<file path="src/hdl/ukt_pkg.sv">
// shared types, codes and constants for the unordered key table
`default_nettype none

package ukt_pkg;

    // default table depth
    localparam int DEF_CAPACITY = 32;

    // fixed field widths
    localparam int KEY_W    = 32;
    localparam int CMD_W    = 2;
    localparam int STATUS_W = 2;
    localparam int POS_W    = 5;
    localparam int COUNT_W  = 6;

    // command codes
    localparam logic [CMD_W-1:0] CMD_INSERT = 2'd0;
    localparam logic [CMD_W-1:0] CMD_LOOKUP = 2'd1;
    localparam logic [CMD_W-1:0] CMD_REMOVE = 2'd2;

    // status codes
    localparam logic [STATUS_W-1:0] ST_OK        = 2'd0;
    localparam logic [STATUS_W-1:0] ST_PRESENT   = 2'd1;
    localparam logic [STATUS_W-1:0] ST_NOT_FOUND = 2'd2;
    localparam logic [STATUS_W-1:0] ST_FULL      = 2'd3;

    // removal modes
    localparam logic RM_MOVE_LAST = 1'b0;
    localparam logic RM_SHIFT     = 1'b1;

    // request payload
    typedef struct packed {
        logic [CMD_W-1:0]        command;
        logic signed [KEY_W-1:0] key;
    } ukt_req_t;

    // response payload
    typedef struct packed {
        logic [STATUS_W-1:0] status;
        logic [POS_W-1:0]    position;
        logic [COUNT_W-1:0]  entry_count;
    } ukt_rsp_t;

endpackage

`default_nettype wire

</file>
<file path="src/hdl/unordered_key_table_unit.sv">
// unordered key table: one key memory, a linear search and a copy sequencer
// insert and lookup scan the stored entries in order until a match or the fill count is reached
// remove then copies the last entry into the freed slot (move last) or each later entry down one slot (shift)
// a new command is accepted only in idle, so each finishes before the next; the key memory has a single read port
// a finished response waits in the output register while the next command runs
// reset clears fill count, removal mode and handshake state; the memory is not cleared
`default_nettype none

module unordered_key_table_unit #(
    parameter int CAPACITY = ukt_pkg::DEF_CAPACITY
) (
    input  wire logic             clk,
    input  wire logic             rst_n,
    input  wire logic             req_valid,
    output logic                  req_stall,
    input  wire ukt_pkg::ukt_req_t req,
    output logic                  rsp_valid,
    input  wire logic             rsp_stall,
    output ukt_pkg::ukt_rsp_t     rsp,
    input  wire logic             cfg_we,
    input  wire logic             cfg_data
);
    import ukt_pkg::*;

    localparam int IDX_W = (CAPACITY > 1) ? $clog2(CAPACITY) : 1;
    localparam int CNT_W = $clog2(CAPACITY + 1);

    localparam logic [1:0] S_IDLE   = 2'd0;
    localparam logic [1:0] S_SEARCH = 2'd1;
    localparam logic [1:0] S_COPY   = 2'd2;
    localparam logic [1:0] S_DONE   = 2'd3;

    // key memory
    logic [KEY_W-1:0] key_mem [CAPACITY];
    logic [KEY_W-1:0] rd_data_reg;
    logic [IDX_W-1:0] mem_raddr;
    logic             mem_we;
    logic [IDX_W-1:0] mem_waddr;
    logic [KEY_W-1:0] mem_wdata;

    // control state
    logic [1:0]       state_reg, state_next;
    logic [CNT_W-1:0] count_reg, count_next;
    logic             mode_reg, mode_next;
    logic             pend_reg, pend_next;
    logic             cpend_reg, cpend_next;
    logic             rsp_valid_reg, rsp_valid_next;

    // payload state
    logic [CMD_W-1:0]    cmd_reg, cmd_next;
    logic [KEY_W-1:0]    key_reg, key_next;
    logic [CNT_W-1:0]    scan_reg, scan_next;
    logic [IDX_W-1:0]    pend_idx_reg, pend_idx_next;
    logic [STATUS_W-1:0] res_status_reg, res_status_next;
    logic [IDX_W-1:0]    res_pos_reg, res_pos_next;
    logic [CNT_W-1:0]    src_reg, src_next;
    logic [CNT_W-1:0]    end_reg, end_next;
    logic [IDX_W-1:0]    wdst_reg, wdst_next;
    ukt_rsp_t            rsp_reg, rsp_next;

    logic req_xfer;
    logic hit;
    logic [CNT_W-1:0] last_idx;

    assign req_stall = (state_reg != S_IDLE);
    assign req_xfer  = req_valid && !req_stall;
    assign rsp_valid = rsp_valid_reg;
    assign rsp       = rsp_reg;
    assign hit       = pend_reg && (rd_data_reg == key_reg);
    assign last_idx  = count_reg - CNT_W'(1);

    // next state
    always_comb
    begin
        state_next      = state_reg;
        count_next      = count_reg;
        mode_next       = cfg_we ? cfg_data : mode_reg;
        pend_next       = 1'b0;
        cpend_next      = 1'b0;
        rsp_valid_next  = rsp_valid_reg && rsp_stall;
        cmd_next        = cmd_reg;
        key_next        = key_reg;
        scan_next       = scan_reg;
        pend_idx_next   = pend_idx_reg;
        res_status_next = res_status_reg;
        res_pos_next    = res_pos_reg;
        src_next        = src_reg;
        end_next        = end_reg;
        wdst_next       = wdst_reg;
        rsp_next        = rsp_reg;
        mem_raddr       = scan_reg[IDX_W-1:0];
        mem_we          = 1'b0;
        mem_waddr       = count_reg[IDX_W-1:0];
        mem_wdata       = key_reg;

        unique case (state_reg)
            S_IDLE:
            begin
                if (req_xfer)
                begin
                    cmd_next  = req.command;
                    key_next  = $unsigned(req.key);
                    scan_next = '0;
                    if (req.command == CMD_INSERT || req.command == CMD_LOOKUP ||
                        req.command == CMD_REMOVE)
                    begin
                        state_next = S_SEARCH;
                    end
                    else
                    begin
                        res_status_next = ST_NOT_FOUND;
                        res_pos_next    = '0;
                        state_next      = S_DONE;
                    end
                end
            end

            S_SEARCH:
            begin
                // compare last read, else issue next read or finish
                if (hit || scan_reg == count_reg)
                begin
                    res_status_next = ST_NOT_FOUND;
                    res_pos_next    = '0;
                    state_next      = S_DONE;
                    unique case (cmd_reg)
                        CMD_INSERT:
                        begin
                            if (hit)
                            begin
                                res_status_next = ST_PRESENT;
                                res_pos_next    = pend_idx_reg;
                            end
                            else if (count_reg == CNT_W'(CAPACITY))
                            begin
                                res_status_next = ST_FULL;
                            end
                            else
                            begin
                                mem_we          = 1'b1;
                                res_status_next = ST_OK;
                                res_pos_next    = count_reg[IDX_W-1:0];
                                count_next      = count_reg + CNT_W'(1);
                            end
                        end
                        CMD_LOOKUP:
                        begin
                            if (hit)
                            begin
                                res_status_next = ST_OK;
                                res_pos_next    = pend_idx_reg;
                            end
                        end
                        CMD_REMOVE:
                        begin
                            if (hit)
                            begin
                                res_status_next = ST_OK;
                                res_pos_next    = pend_idx_reg;
                                count_next      = last_idx;
                                end_next        = last_idx;
                                src_next        = (mode_reg == RM_SHIFT) ?
                                    (CNT_W'(pend_idx_reg) + CNT_W'(1)) : last_idx;
                                state_next      = S_COPY;
                            end
                        end
                        default:
                        begin
                            res_status_next = ST_NOT_FOUND;
                        end
                    endcase
                end
                else
                begin
                    pend_next     = 1'b1;
                    pend_idx_next = scan_reg[IDX_W-1:0];
                    scan_next     = scan_reg + CNT_W'(1);
                end
            end

            S_COPY:
            begin
                // write back the entry read in the previous cycle
                mem_raddr = src_reg[IDX_W-1:0];
                mem_waddr = wdst_reg;
                mem_wdata = rd_data_reg;
                mem_we    = cpend_reg;
                if (src_reg <= end_reg)
                begin
                    cpend_next = 1'b1;
                    wdst_next  = (mode_reg == RM_SHIFT) ?
                        IDX_W'(src_reg - CNT_W'(1)) : res_pos_reg;
                    src_next   = src_reg + CNT_W'(1);
                    if (mode_reg == RM_MOVE_LAST)
                    begin
                        end_next = '0;
                        src_next = CNT_W'(1);
                    end
                end
                else if (!cpend_reg)
                begin
                    state_next = S_DONE;
                end
            end

            S_DONE:
            begin
                // hand the result to the output register once it is free
                if (!(rsp_valid_reg && rsp_stall))
                begin
                    rsp_valid_next       = 1'b1;
                    rsp_next.status      = res_status_reg;
                    rsp_next.position    = POS_W'(res_pos_reg);
                    rsp_next.entry_count = COUNT_W'(count_reg);
                    state_next           = S_IDLE;
                end
            end

            default:
            begin
                state_next = S_IDLE;
            end
        endcase
    end

    // memory port
    always_ff @(posedge clk)
    begin
        if (mem_we)
        begin
            key_mem[mem_waddr] <= mem_wdata;
        end
        rd_data_reg <= key_mem[mem_raddr];
    end

    // control registers
    always_ff @(posedge clk or negedge rst_n)
    begin
        if (!rst_n)
        begin
            state_reg     <= S_IDLE;
            count_reg     <= '0;
            mode_reg      <= RM_MOVE_LAST;
            pend_reg      <= 1'b0;
            cpend_reg     <= 1'b0;
            rsp_valid_reg <= 1'b0;
        end
        else
        begin
            state_reg     <= state_next;
            count_reg     <= count_next;
            mode_reg      <= mode_next;
            pend_reg      <= pend_next;
            cpend_reg     <= cpend_next;
            rsp_valid_reg <= rsp_valid_next;
        end
    end

    // payload registers
    always_ff @(posedge clk)
    begin
        cmd_reg        <= cmd_next;
        key_reg        <= key_next;
        scan_reg       <= scan_next;
        pend_idx_reg   <= pend_idx_next;
        res_status_reg <= res_status_next;
        res_pos_reg    <= res_pos_next;
        src_reg        <= src_next;
        end_reg        <= end_next;
        wdst_reg       <= wdst_next;
        rsp_reg        <= rsp_next;
    end

    // checks
    a_count_bound: assert property (@(posedge clk) disable iff (!rst_n)
        count_reg <= CNT_W'(CAPACITY))
        else $error("fill count above capacity");

    a_no_write_in_search: assert property (@(posedge clk) disable iff (!rst_n)
        state_reg == S_SEARCH |-> !(mem_we && hit && cmd_reg != CMD_INSERT))
        else $error("memory written by a non-insert search");

    a_copy_after_decrement: assert property (@(posedge clk) disable iff (!rst_n)
        state_reg == S_COPY |-> count_reg < CNT_W'(CAPACITY))
        else $error("copy running without a decremented count");

    a_busy_after_transfer: assert property (@(posedge clk) disable iff (!rst_n)
        req_xfer |=> state_reg != S_IDLE)
        else $error("request transfer did not start work");

    a_full_status_count: assert property (@(posedge clk) disable iff (!rst_n)
        rsp_valid && rsp.status == ST_FULL |-> rsp.entry_count == COUNT_W'(CAPACITY))
        else $error("table full reported below capacity");

endmodule

`default_nettype wire
</file>
<file path="config.mk">
export PLATFORM = sky130hd
export DESIGN_NAME = unordered_key_table_unit
export DESIGN_NICKNAME = d
export VERILOG_FILES = /design/src/hdl/ukt_pkg.sv /design/src/hdl/unordered_key_table_unit.sv
export SDC_FILE = /design/constraint.sdc
export NUM_CORES = 2
export LEC_CHECK = 0
export BUFFER_PORTS_ARGS = -buffer_cell sky130_fd_sc_hd__buf_2
export CORE_UTILIZATION = 66
export CTS_CLUSTER_SIZE = 14
export DETAILED_ROUTE_END_ITERATION = 12
export GPL_TIMING_DRIVEN = 1
export PLACE_DENSITY = 0.8
export SYNTH_ARGS = -nofsm -noshare
export SYNTH_HDL_FRONTEND = slang
export SYNTH_SLANG_ARGS = --single-unit
</file>
<file path="constraint.sdc">
create_clock -name clk -period 8.45 [get_ports clk]
set_input_delay 1.2675 -clock clk [delete_from_list [all_inputs] [get_ports clk]]
set_output_delay 1.2675 -clock clk [all_outputs]
set_load 0.03 [all_outputs]
</file>
Yosys cells after proc, flatten, opt, wreduce, memory -nomap -nowiden:

Memory sizes are Yosys's and may differ from the RTL's. A register that Yosys moved wholly into a read port is not among the register bits.
Index checks and enable logic that the tools add are counted.
Widths: inputs -> output; s select.

* add/subtract/negate cells: 6
* magnitude comparators: 1
* eq/ne operators: 24
* multiplexer cells: 60
* bitwise logic cells: 2
* reductions and logical operators: 25

Operators by type and width (number)
* $mux 6: 15
* $pmux 6 s2: 4
* $mux 5: 9
* $eq 32x32->1: 1
* $mux 32: 1
* $ne 2x2->1 const B: 14
* $mux 2: 12
* $pmux 5 s2: 2
* $add 6x1->6 const B: 3
* $mux 1: 13
* $reduce_and 6->1: 2
* $reduce_and 5->1: 2
* $eq 2x2->1 const B: 4
* $pmux 2 s2: 2
* $pmux 2 s4: 1
* $reduce_and 2->1: 4
* $reduce_bool 2->1: 4
* $add 5x1->6 const B: 1
* $eq 2x1->1 const B: 3
* $eq 6x6->1: 1
* $eq 6x6->1 const B: 1
* $le 6x6->1: 1
* $logic_not 2->1: 3
* $sub 6x1->6 const B: 1
* other kinds (9): 14

* bits in registers: 94
* RAM bits: 1024
* input bits: 40
* output and inout port bits: 15
* word-level logic and storage cells: 137
* memories kept: 1

Memories
* key_mem: words 32, width 32, read ports 1, clocked after Yosys merged registers in 1, wr ports 1, line unordered_key_table_unit.sv:34 `logic [KEY_W-1:0] key_mem [CAPACITY];`

Logic depth before layout (Yosys ltp):

* depth after elaboration: 8
* gate-level depth with buffers: 11
* gate-level depth less buffers: 8

Worst setup path after synthesis:

No wires, ideal clock.

* kind: register -> register
* from: reg count_reg[1]
* to: mem key_mem[0][0] (enable)
* library setup time: 0.421 ns
* arrival: 3.423 ns
* required time: 8.029 ns
* path slack: 4.606 ns
* cell stages (with the launch flop): 10
* buffers on the path: 1
* period minus slack after synthesis: 3.844 ns
* path through: dfrtp_1 > clkbuf_1 > inv_1 > ha_1 > nor3b_1 > a211oi_1 > nand3_1 > a31oi_2 > o221ai_2 > nor2_1

* cells in the longest elaborated chain, start to end: 8
* elaborated cells between the ends (all ways): 11
* those cells by class: 2 x eq/ne; 8 x mux; 1 x reduce/logical

Ends and longest elaborated chain
* start, declared: line unordered_key_table_unit.sv:43 `logic [CNT_W-1:0] count_reg, count_next;`
* start signal, assigned: line unordered_key_table_unit.sv:251 `count_reg <= count_next;`
* $eq 6x6->1: line unordered_key_table_unit.sv:134 `else if (count_reg == CNT_W'(CAPACITY))`
* $mux 1: line unordered_key_table_unit.sv:134
* $mux 1: line unordered_key_table_unit.sv:129 `if (hit)`
* $mux 1: line unordered_key_table_unit.sv:126 `unique case (cmd_reg)`
* $mux 1: line unordered_key_table_unit.sv:121 `if (hit || scan_reg == count_reg)`
* $pmux 1 s2: line unordered_key_table_unit.sv:96 `unique case (state_reg)`
* $mux 1: line unordered_key_table_unit.sv:229 `if (mem_we)`
* $mux 1 (not written as such): line unordered_key_table_unit.sv:231 `key_mem[mem_waddr] <= mem_wdata;`
* end, declared: line unordered_key_table_unit.sv:34

Parallel ways exist; a longest one is shown, timed or not.

Final worst setup path:

* from: reg state_reg[0]
* to: reg rd_data_reg[17] (read register of key_mem)

* cells in the longest elaborated chain, start to end: 2

Ends and longest elaborated chain
* start, declared: line unordered_key_table_unit.sv:42 `logic [1:0] state_reg, state_next;`
* start signal, assigned: line unordered_key_table_unit.sv:250 `state_reg <= state_next;`
* $eq 2x2->1: line unordered_key_table_unit.sv:96
* $mux 5: line unordered_key_table_unit.sv:96
* end, declared: line unordered_key_table_unit.sv:35 `logic [KEY_W-1:0] rd_data_reg;`

No other way between the ends.
A chain may end at the register's enable or synchronous reset.

==> summary.md <==
| Metric | Value |
|---|---|
| FF-to-FF path depth | 11 |
| Max Slew Vio Count | 0 |
| Synth area leader | edfxtp_1 |
| Die width | 264 um |
| Crit path launch type | flop |
| Status | complete, no violations |
| Post-Syn Area | 0.0453 mm2 |
| Routed WL | 113 mm |
| Final core occ | 0.745 |
| First-pass GRT wire length | 163 mm |
| Hold Violations, Final | 0 |
| Placed cell area | 0.0467 mm2 |
| TritonCTS clock tree | built |
| Slowest cell on crit path | buf_12 |
| Final setup viols | 0 |
| Die H | 264 um |
| CTS resizes | 0 |
| Top post-synthesis cells by count | edfxtp_1, nand2_1, mux4_2 |
| Routability cong. | 0.885 |
| Hold path cells | 0 |
| Global-route usage over all layers | 0.331 |
| CTS root buf | clkbuf_16 |
| Crit Path Category | reg -> reg |
| Clock transition at the registers of the reported paths | 60 ps |
| DR vias/cell | 7.02 |
| Die area | 0.0696 mm2 |
| Post-synth EDFFs | 1106 |
| Deepest clock path buffer count | 3 |
| Std cell rows | 95 |
| Worst r2r dst | rd_data_reg[17]$_DFF_P_ |
| Initial DRC count | 3618 |
| Count leader, synth | edfxtp_1 |
| Number of max-cap violations | 0 |
| Hold Path End | rsp[12]$_DFFE_PP_ |
| Hold buffers post-CTS | 0 |
| Gate count after technology mapping | 2397 |
| DRT antenna net count | 0 |
| CP required | 8960 ps |
| Post-CTS setup buffers | 0 |
| I/O Buffers | 54 |
| IO Count | 55 |
| Max frequency | 195 MHz |
| Crit path DAT | 5640 ps |
| Detailed-route DRC error count | 0 |
| Worst Tran Pin Value | 1330 ps |
| DP Cell Count | 3243 |
| Via count | 24200 |
| Crit-path cells | inv_1, ha_4, buf_4, mux2i_4, buf_12, buf_12, mux4_2, nand2_1, nand3_1, nand3_1, o21ai_1 |
| Vias in the first global route | 24300 |
| Total gr overflow | 0 |
| Seq/Total Area, Yosys | 0.755 |
| Static leakage | 16.4 nW |
| Synthesized Nets | 2457 |
| Initial Util | 0.670 |
| Mean area per synthesized cell | 18.9 um2 |
| Most used DFF post-synth | edfxtp_1 |
| Reg-to-Reg Start | state_reg[0]$_DFFE_PN0P_ |
| Setup TNS | 0 ps |
| Post-synthesis register bit count | 1150 |
| Ys async rst share | 0.0104 |
| Unique masters post-synth | 59 |
| Core area | 0.0675 mm2 |
| Post-synth top area share | 0.734 |
| Minimum clock period | 5130 ps |
| Area contributors post-synth | edfxtp_1, mux4_2, nand2_1 |
| Post-detail-place hpwl | 52.9 mm |
| Post-route cell area | 0.0503 mm2 |
| R2R Setup Slk | 3320 ps |
| Cts bufs inserted | 109 |
| Initial antenna violation count | 1 |
| Nets | 2541 |
| Maximum fanout along the worst path | 114 |
| Final cycle utilization of the critical path | 0.607 |
| Post-route clock skew | 25.9 ps |
| Area delta synth->final | 11.2% |
| Yosys warns | 0 |
| RSZ-0062 raised after global routing | false |
| Post-place setup slack | 3370 ps |
| Pre-Repair DR Iteration Count | 5 |
| PwrDens | 375 mW/mm2 |
| Final worst setup slack | 3320 ps |
| WL/cell | 32.7 um |
| Max FFs per register | 1024 |
| Worst-Skew Late Latency | 670 ps |
| Share of cells above drive strength 1 | 0.238 |
| Post-Layout Cell Count | 3447 |
| Largest net degree at the start of global routing | 177 |
| Clock Sinks | 1150 |
| Critical path capture point type | flop |
| H-tree depth | 3 |
| Min-Delay Path Class | reg -> reg |
| Layout fillers | 3606 |
| VDD IR max | 0.458 mV |
| Slew Limit Headroom | 0.116 |
| CP peak stage delay | 730 ps |
| HP Start | res_status_reg[1]$_SDFFCE_PN1P_ |
[final cells by class]
class | instances | area, um2 | area share
repair buffers | 101 | 673 | 0.0134
clock buffers | 139 | 2980 | 0.0591
multi-input cells | 1093 | 10700 | 0.213
well taps | 873 | 1090 | 0.0217
clock inverters | 64 | 629 | 0.0125
flip-flops and latches | 1150 | 34200 | 0.679
inverters | 26 | 97.6 | 0.00194
diodes | 1 | 2.50 | 0.0000497
[per-layer routing]
metal	GRT usage	wire length, um	vias to the layer above
met5	0	0	-
met4	0.148	5090	0
met3	0.0707	14900	342
met2	0.515	53500	1934
met1	0.461	39100	12300
li1	-	-	9662
[where the power goes]
part	internal (W)	leakage, nW	total, W	switching [W]
logic	0.00252	4.22	0.00645	0.00392
clock network	0.00285	1.78	0.00490	0.00205
registers	0.00725	10.4	0.00751	0.000262
total	0.0126	16.4	0.0189	0.00624
[worst max-delay path, delay by kind of cell, from the launching register on]
kind	cells	cell delay, ps
simple gates	3	370
buf+inv	4	2150
compound gates	1	90
flops	1	440
fa+ha+maj	1	530
mux	2	980
[layout by cell type, fill, tap and decap left out, types with 5 or more instances in the layout]
cell,synthesis,layout
a21oi_1,13,13
and2_1,5,5
buf_2,36,54
buf_4,21,43
bufinv_16,0,12
clkbuf_1,55,21
clkbuf_16,0,113
clkbuf_8,0,5
clkinv_1,1,19
clkinv_2,0,29
dfrtp_1,12,12
dfxtp_1,32,32
edfxtp_1,1106,1106
ha_1,20,19
inv_1,25,25
mux2_2,37,35
mux2i_1,13,9
mux2i_4,0,5
mux4_2,256,256
nand2_1,334,334
nand3_1,181,181
nand4_1,9,9
nor2_1,58,25
nor2_4,0,33
nor3_1,5,5
o21ai_0,12,11
o21ai_1,32,33
xnor2_1,39,39
xor2_1,17,17
[cells by family (layout without fill, tap and decap cells)]
| kind of cell | Yosys count | in the layout | synth area share |
|---|---|---|---|
| xor gates and xnor gates | 56 | 56 | 0.0108 |
| muxes | 307 | 307 | 0.140 |
| other | 0 | 1 | 0 |
| buffers and inverters | 154 | 330 | 0.0163 |
| and+or+nand+nor | 616 | 616 | 0.0591 |
| AOI/OAI and AO/OA | 94 | 94 | 0.0139 |
| adders and majority gates | 20 | 20 | 0.00553 |
| DFF | 1150 | 1150 | 0.755 |
[through the flow]
stage / power, W / hold slack, ps
after floorplan: 0.0123 / 400
after global placement: 0.0137 / 417
after detailed placement: 0.0139 / 425
after CTS: 0.0189 / 438
after global routing: 0.0196 / 442
final: 0.0189 / 438
[how the worst max path moves through the flow]
stage	slack, ps	depth (start not counted)	to	from
after floorplan	4610	9	key_mem[0][0]$_DFFE_PP_	count_reg[1]$_DFFE_PN0P_
after global placement	3480	11	rd_data_reg[3]$_DFF_P_	state_reg[0]$_DFFE_PN0P_
after detailed placement	3370	11	rd_data_reg[23]$_DFF_P_	state_reg[0]$_DFFE_PN0P_
after CTS	3300	11	rd_data_reg[3]$_DFF_P_	state_reg[0]$_DFFE_PN0P_
after global routing	3020	11	rd_data_reg[9]$_DFF_P_	state_reg[0]$_DFFE_PN0P_
final	3320	11	rd_data_reg[17]$_DFF_P_	state_reg[0]$_DFFE_PN0P_
Power figures use the tool's default switching activity.
